File: config.mk
export PLATFORM = sky130hd
export DESIGN_NAME = smpt_ctrl
export DESIGN_NICKNAME = d
export VERILOG_FILES = /design/src/hdl/smpt_pkg.sv /design/src/hdl/smpt_ctrl.sv
export SDC_FILE = /design/constraint.sdc
export NUM_CORES = 1
export LEC_CHECK = 0
export ABC_AREA = 1
export BUFFER_PORTS_ARGS = -buffer_cell sky130_fd_sc_hd__buf_2
export CORE_MARGIN = 2
export CORE_UTILIZATION = 25
export CTS_BUF_LIST = sky130_fd_sc_hd__clkbuf_16
export DETAILED_ROUTE_END_ITERATION = 10
export GPL_ROUTABILITY_DRIVEN = 0
export PLACE_DENSITY = 0.53
export SLEW_MARGIN = 20
export SYNTH_ARGS = -nofsm -noshare
export SYNTH_HDL_FRONTEND = slang
export SYNTH_SLANG_ARGS = --single-unit
File: constraint.sdc
create_clock -name clk -period 1.2 [get_ports clk]
set_input_delay 0.06 -clock clk [delete_from_list [all_inputs] [get_ports clk]]
set_output_delay 0.06 -clock clk [all_outputs]
set_load 0.01 [all_outputs]
File: src/hdl/smpt_pkg.sv
// package: shared types and constants of the sparse matrix purge table
`timescale 1ns / 1ps
`default_nettype none
package smpt_pkg;

  localparam int PAIR_W = 11;
  localparam int MINC_W = 13;

  localparam logic [1:0] ACT_ADD = 2'd0;
  localparam logic [1:0] ACT_DEL = 2'd1;
  localparam logic [1:0] ACT_SUM2 = 2'd2;
  localparam logic [1:0] ACT_QUERY = 2'd3;

  localparam logic [1:0] ST_OK = 2'd0;
  localparam logic [1:0] ST_NOT_LIVE = 2'd1;
  localparam logic [1:0] ST_FULL = 2'd2;
  localparam logic [1:0] ST_LIVE = 2'd3;

  typedef struct packed {
    logic [1:0]  action;
    logic [9:0]  row;
    logic [11:0] column;
    logic        last;
  } item_t;

  typedef struct packed {
    logic [1:0]        status;
    logic [7:0]        col_weight;
    logic [PAIR_W-1:0] pair_row_sum;
    logic [10:0]       live_rows;
    logic [12:0]       live_cols;
  } result_t;

  typedef enum logic [1:0] {
    RES_ADD,
    RES_QRY,
    RES_BAD_DEL,
    RES_OK
  } res_kind_t;

  typedef struct packed {
    logic      rd_in;
    logic      clr_init;
    logic      clr_pair;
    logic      clr_rst;
    logic      clr_step;
    logic      add_wr;
    logic      del_start;
    logic      rd_entry;
    logic      scan_sel;
    logic      rd_col;
    logic      del_upd;
    logic      del_fin;
    logic      sum_rowrd;
    logic      sum_start;
    logic      sum_upd;
    logic      sum_next;
    logic      scan_rst;
    logic      res_load;
    res_kind_t res_kind;
  } cmd_t;

  typedef struct packed {
    logic clr_init_last;
    logic clr_pair_last;
    logic del_ok;
    logic ri_live;
    logic k_done;
    logic r_last;
  } sts_t;

endpackage
`default_nettype wire

File: src/hdl/smpt_ctrl.sv
// controller: sequencing of add, delete, pair sum and query
`timescale 1ns / 1ps
`default_nettype none
module smpt_ctrl (
  input  wire logic          clk,
  input  wire logic          rst,
  input  wire logic          item_valid,
  output logic               item_ready,
  input  wire logic [1:0]    action,
  output logic               result_valid,
  input  wire logic          result_ready,
  output smpt_pkg::cmd_t     cmd,
  input  wire smpt_pkg::sts_t sts
);
  import smpt_pkg::*;

  typedef enum logic [3:0] {
    S_INIT, S_IDLE, S_ADD, S_QRY, S_DEL_CHK, S_DEL_RD, S_DEL_E, S_DEL_W,
    S_CLR, S_SC_RI, S_SC_CHK, S_SC_RD, S_SC_E, S_SC_W, S_FIN
  } state_t;

  state_t state, state_next;
  logic slot_free;
  logic accept;

  assign item_ready = (state == S_IDLE);
  assign accept = item_valid && item_ready;
  assign slot_free = !result_valid || result_ready;

  always_comb begin
    cmd = '0;
    cmd.res_kind = RES_OK;
    state_next = state;
    case (state)
      S_INIT: begin
        cmd.clr_init = 1'b1;
        cmd.clr_step = 1'b1;
        if (sts.clr_init_last) state_next = S_IDLE;
      end
      S_IDLE: begin
        if (accept) begin
          cmd.rd_in = 1'b1;
          cmd.clr_rst = 1'b1;
          case (action)
            ACT_ADD: state_next = S_ADD;
            ACT_DEL: state_next = S_DEL_CHK;
            ACT_SUM2: state_next = S_CLR;
            default: state_next = S_QRY;
          endcase
        end
      end
      S_ADD: begin
        if (slot_free) begin
          cmd.add_wr = 1'b1;
          cmd.res_load = 1'b1;
          cmd.res_kind = RES_ADD;
          state_next = S_IDLE;
        end
      end
      S_QRY: begin
        if (slot_free) begin
          cmd.res_load = 1'b1;
          cmd.res_kind = RES_QRY;
          state_next = S_IDLE;
        end
      end
      S_DEL_CHK: begin
        if (!sts.del_ok) begin
          if (slot_free) begin
            cmd.res_load = 1'b1;
            cmd.res_kind = RES_BAD_DEL;
            state_next = S_IDLE;
          end
        end else begin
          cmd.del_start = 1'b1;
          state_next = S_DEL_RD;
        end
      end
      S_DEL_RD: begin
        if (sts.k_done) begin
          if (slot_free) begin
            cmd.del_fin = 1'b1;
            cmd.res_load = 1'b1;
            cmd.res_kind = RES_OK;
            state_next = S_IDLE;
          end
        end else begin
          cmd.rd_entry = 1'b1;
          state_next = S_DEL_E;
        end
      end
      S_DEL_E: begin
        cmd.rd_col = 1'b1;
        state_next = S_DEL_W;
      end
      S_DEL_W: begin
        cmd.del_upd = 1'b1;
        state_next = S_DEL_RD;
      end
      S_CLR: begin
        cmd.clr_pair = 1'b1;
        cmd.clr_step = 1'b1;
        if (sts.clr_pair_last) begin
          cmd.scan_rst = 1'b1;
          state_next = S_SC_RI;
        end
      end
      S_SC_RI: begin
        cmd.sum_rowrd = 1'b1;
        state_next = S_SC_CHK;
      end
      S_SC_CHK: begin
        if (sts.ri_live) begin
          cmd.sum_start = 1'b1;
          state_next = S_SC_RD;
        end else if (sts.r_last) begin
          state_next = S_FIN;
        end else begin
          cmd.sum_next = 1'b1;
          state_next = S_SC_RI;
        end
      end
      S_SC_RD: begin
        cmd.scan_sel = 1'b1;
        if (sts.k_done) begin
          if (sts.r_last) begin
            state_next = S_FIN;
          end else begin
            cmd.sum_next = 1'b1;
            state_next = S_SC_RI;
          end
        end else begin
          cmd.rd_entry = 1'b1;
          state_next = S_SC_E;
        end
      end
      S_SC_E: begin
        cmd.scan_sel = 1'b1;
        cmd.rd_col = 1'b1;
        state_next = S_SC_W;
      end
      S_SC_W: begin
        cmd.scan_sel = 1'b1;
        cmd.sum_upd = 1'b1;
        state_next = S_SC_RD;
      end
      S_FIN: begin
        if (slot_free) begin
          cmd.res_load = 1'b1;
          cmd.res_kind = RES_OK;
          state_next = S_IDLE;
        end
      end
      default: state_next = S_IDLE;
    endcase
  end

  always_ff @(posedge clk) begin
    if (rst) begin
      state <= S_INIT;
      result_valid <= 1'b0;
    end else begin
      state <= state_next;
      if (cmd.res_load) begin
        result_valid <= 1'b1;
      end else if (result_ready) begin
        result_valid <= 1'b0;
      end
    end
  end

endmodule
`default_nettype wire

==> results.json <==
{
  "violations": "setup timing",
  "slowest_stage": "dfxtp_4",
  "cts_hold_buf": 0,
  "h-tree-depth": 1,
  "rows": 20,
  "cp_num_buf_inv": 5,
  "dpl_cell_area_um2": 1190,
  "cp-start-kind": "flop",
  "powerDensity_nw_per_um2": 913,
  "synth-async-reset-ratio": 0,
  "hold_depth": 2,
  "finalMaxSlewViolations": 0,
  "grt_usage": 0.180,
  "postLayoutCellArea_um2": 1690,
  "wire_per_inst_um": 11.9,
  "dieArea_um2": 3600,
  "grt-busiest-layer": "met2",
  "core-area_um2": 3030,
  "setup_viol": 25,
  "antenna_found_initial": 0,
  "final_cell_mix": "30 x nand2_1, 30 x buf_2, 29 x buf_4, 23 x nor2_1",
  "hold_end": "state[1]",
  "worst_slew_pin_slew_ns": 0.319,
  "worst_slew_margin_rel": 0.787,
  "synth_area_per_cell_um2": 5.12,
  "ys.flop_type": "dfxtp_1",
  "hp-class": "in2reg",
  "cts_tree": "yes",
  "clock_path_buffers": 2,
  "use_met1": 0.218,
  "grt_max_degree": 8,
  "grt_pass1_wl_um": 4930,
  "critical_path_depth": 9,
  "skew_ns": 0.00435,
  "cts_buffers": 3,
  "ant_nets": 0,
  "drt_iter0_drc": 30,
  "critical_path_class": "reg2out",
  "critPathArrivalTime_ns": 1.51,
  "cts_root_buffer": "clkbuf_16",
  "required_ns": 1.14,
  "clk_pin_slew_ns": 0.03,
  "rrSetupSlack_ns": -0.23,
  "cap_viol_max_count": 0,
  "vdd_ir_drop_max_mv": 0.429,
  "grt_pass1_vias": 1144,
  "ys_seq_area_frac": 0.128,
  "vias": 1244,
  "grt_setup_unrepaired": "true",
  "drc_errors": 0,
  "end_kind": "output pin",
  "synth_edf_count": 0,
  "synthDistinctLibCells": 22,
  "ys_ff_latch": 5,
  "yosysWarningCount": 0,
  "fmaxAchievable_mhz": 638,
  "num_io_pins": 34,
  "syn_nets": 168,
  "cp_cell_sequence": "buf_12 -> nand2_8 -> nor2_4 -> buf_4 -> buf_6 -> buf_6 -> nor2_1 -> nor2_1 -> buf_2",
  "clock_sinks": 5,
  "worstHoldStart": "rst",
  "finalCritPeriodShare": 1.31,
  "area_growth_pct": 116,
  "worst_slack_ns": -0.367,
  "start_util": 0.259,
  "routed_via_density": 4.47,
  "dp_hpwl_um": 2150,
  "postRouteWirelength_um": 3300,
  "worstSkewPairLatency_ns": 0.23,
  "status": "complete, but fails checks",
  "cp_top_family": "buffers and inverters",
  "grt_use_met3": 0.0433,
  "r2r-start": "state[0]",
  "r2r_end": "state[2]",
  "first_pass_iters": 5,
  "drive_gt1_frac": 0.590,
  "grt_overflow": 0,
  "crit_path_max_fanout": 5,
  "synth_area_um2": 783,
  "finalHoldViolCount": 0,
  "synth_cells": 153,
  "fp.dieH_um": 60.0,
  "p_leak_nw": 0.907,
  "rr_worst_depth": 11,
  "die_w_um": 60.0,
  "fin_setup_tns_ns": -3.96,
  "nets": 250,
  "n_antenna_cell": 0,
  "slowest_delay_ns": 0.39,
  "use_met2": 0.292,
  "portBuffers": 33,
  "period_minus_slack_ns": 1.57
}
==> metal layers <==
| layer | vias up | share of wire |
|---|---|---|
| li1 | 632 | - |
| met1 | 553 | 0.41 |
| met2 | 46 | 0.49 |
| met3 | 13 | 0.059 |
| met4 | 0 | 0.037 |
| met5 | - | 0 |
==> cell type report <==
cell class	count	area (um2)
fill	291	1340
multi-input combinational	118	714
timing repair buffer	79	602
inverter	28	125
sequential	5	116
clock buffer	3	75.1
tap	44	55.1
clock inverter	1	3.75
==> flip-flops by register name, summed over array words and instances, names as in the netlist <==
name,flops
state,4
result_valid,1
==> worst max path at each step <==
stage	slack (ns)	from	end
2_1_floorplan	-0.0004	state[1]	state[3]
3_3_place_gp	-0.18	state[1]	state[0]
3_5_place_dp	-0.17	state[0]	cmd[2]
4_1_cts	-0.29	state[1]	cmd[2]
5_1_grt	-0.44	state[0]	cmd[2]
6_report	-0.37	state[0]	cmd[12]
==> worst register-to-register path, cell delays in order, from the launching register on <==
cell	delay [ns]
dfxtp_4	0.39
buf_12	0.12
nand2_8	0.05
nor2_4	0.16
buf_4	0.14
buf_6	0.09
nand2_1	0.05
inv_1	0.06
nor2_2	0.03
nand3_1	0.09
nand2_1	0.07
nor2_1	0.12
==> cells in the mapped netlist, types with 3 or more instances <==
library cell   n  area (um2)
nand2_1       42         158
nor2_1        33         124
inv_1         24        90.1
nand3_1        9        45.0
o21ai_0        7        35.0
a21oi_1        5        25.0
dfxtp_1        5         100
nor2_2         5        31.3
ha_1           3        37.5
inv_2          3        11.3
nand2_2        3        18.8
==> timing repair <==
item | 4_1_cts | 5_1_grt
hold endpoints to repair | 0 | 0
setup endpoints to repair | 26 | 26
cloned | 0 | 0
buffers inserted | 9 | 14
resized for setup | 51 | 35
pin swaps | 13 | 23
==> kinds of logic (layout without fill, tap and decap cells) <==
family / count (synthesis) / in the layout / synth area share
flip-flops: 5 / 5 / 0.128
buffers and inverters: 30 / 111 / 0.161
AND/OR/NAND/NOR: 99 / 99 / 0.554
AO/OA/AOI/OAI: 16 / 16 / 0.109
adder cells (fa/ha/maj): 3 / 3 / 0.0479
==> power by group <==
| part | internal [mW] | switching, mW |
|---|---|---|
| logic | 0.374 | 0.393 |
| registers | 0.186 | 0.0377 |
| clock network | 0.433 | 0.122 |
| total | 0.992 | 0.552 |
==> through the flow <==
stage	cells	hold slack, ns	power (mW)	setup slack [ns]	utilization
floorplan	153	0.129	0.506	-0.000396	-
global placement	253	0.277	0.753	-0.182	0.394
detailed placement	253	0.285	0.747	-0.167	0.394
CTS	266	0.0362	1.41	-0.286	0.495
global route	278	0.0345	1.63	-0.441	0.559
finish	278	0.0328	1.54	-0.367	0.559
(Power assumes the default switching activity.)
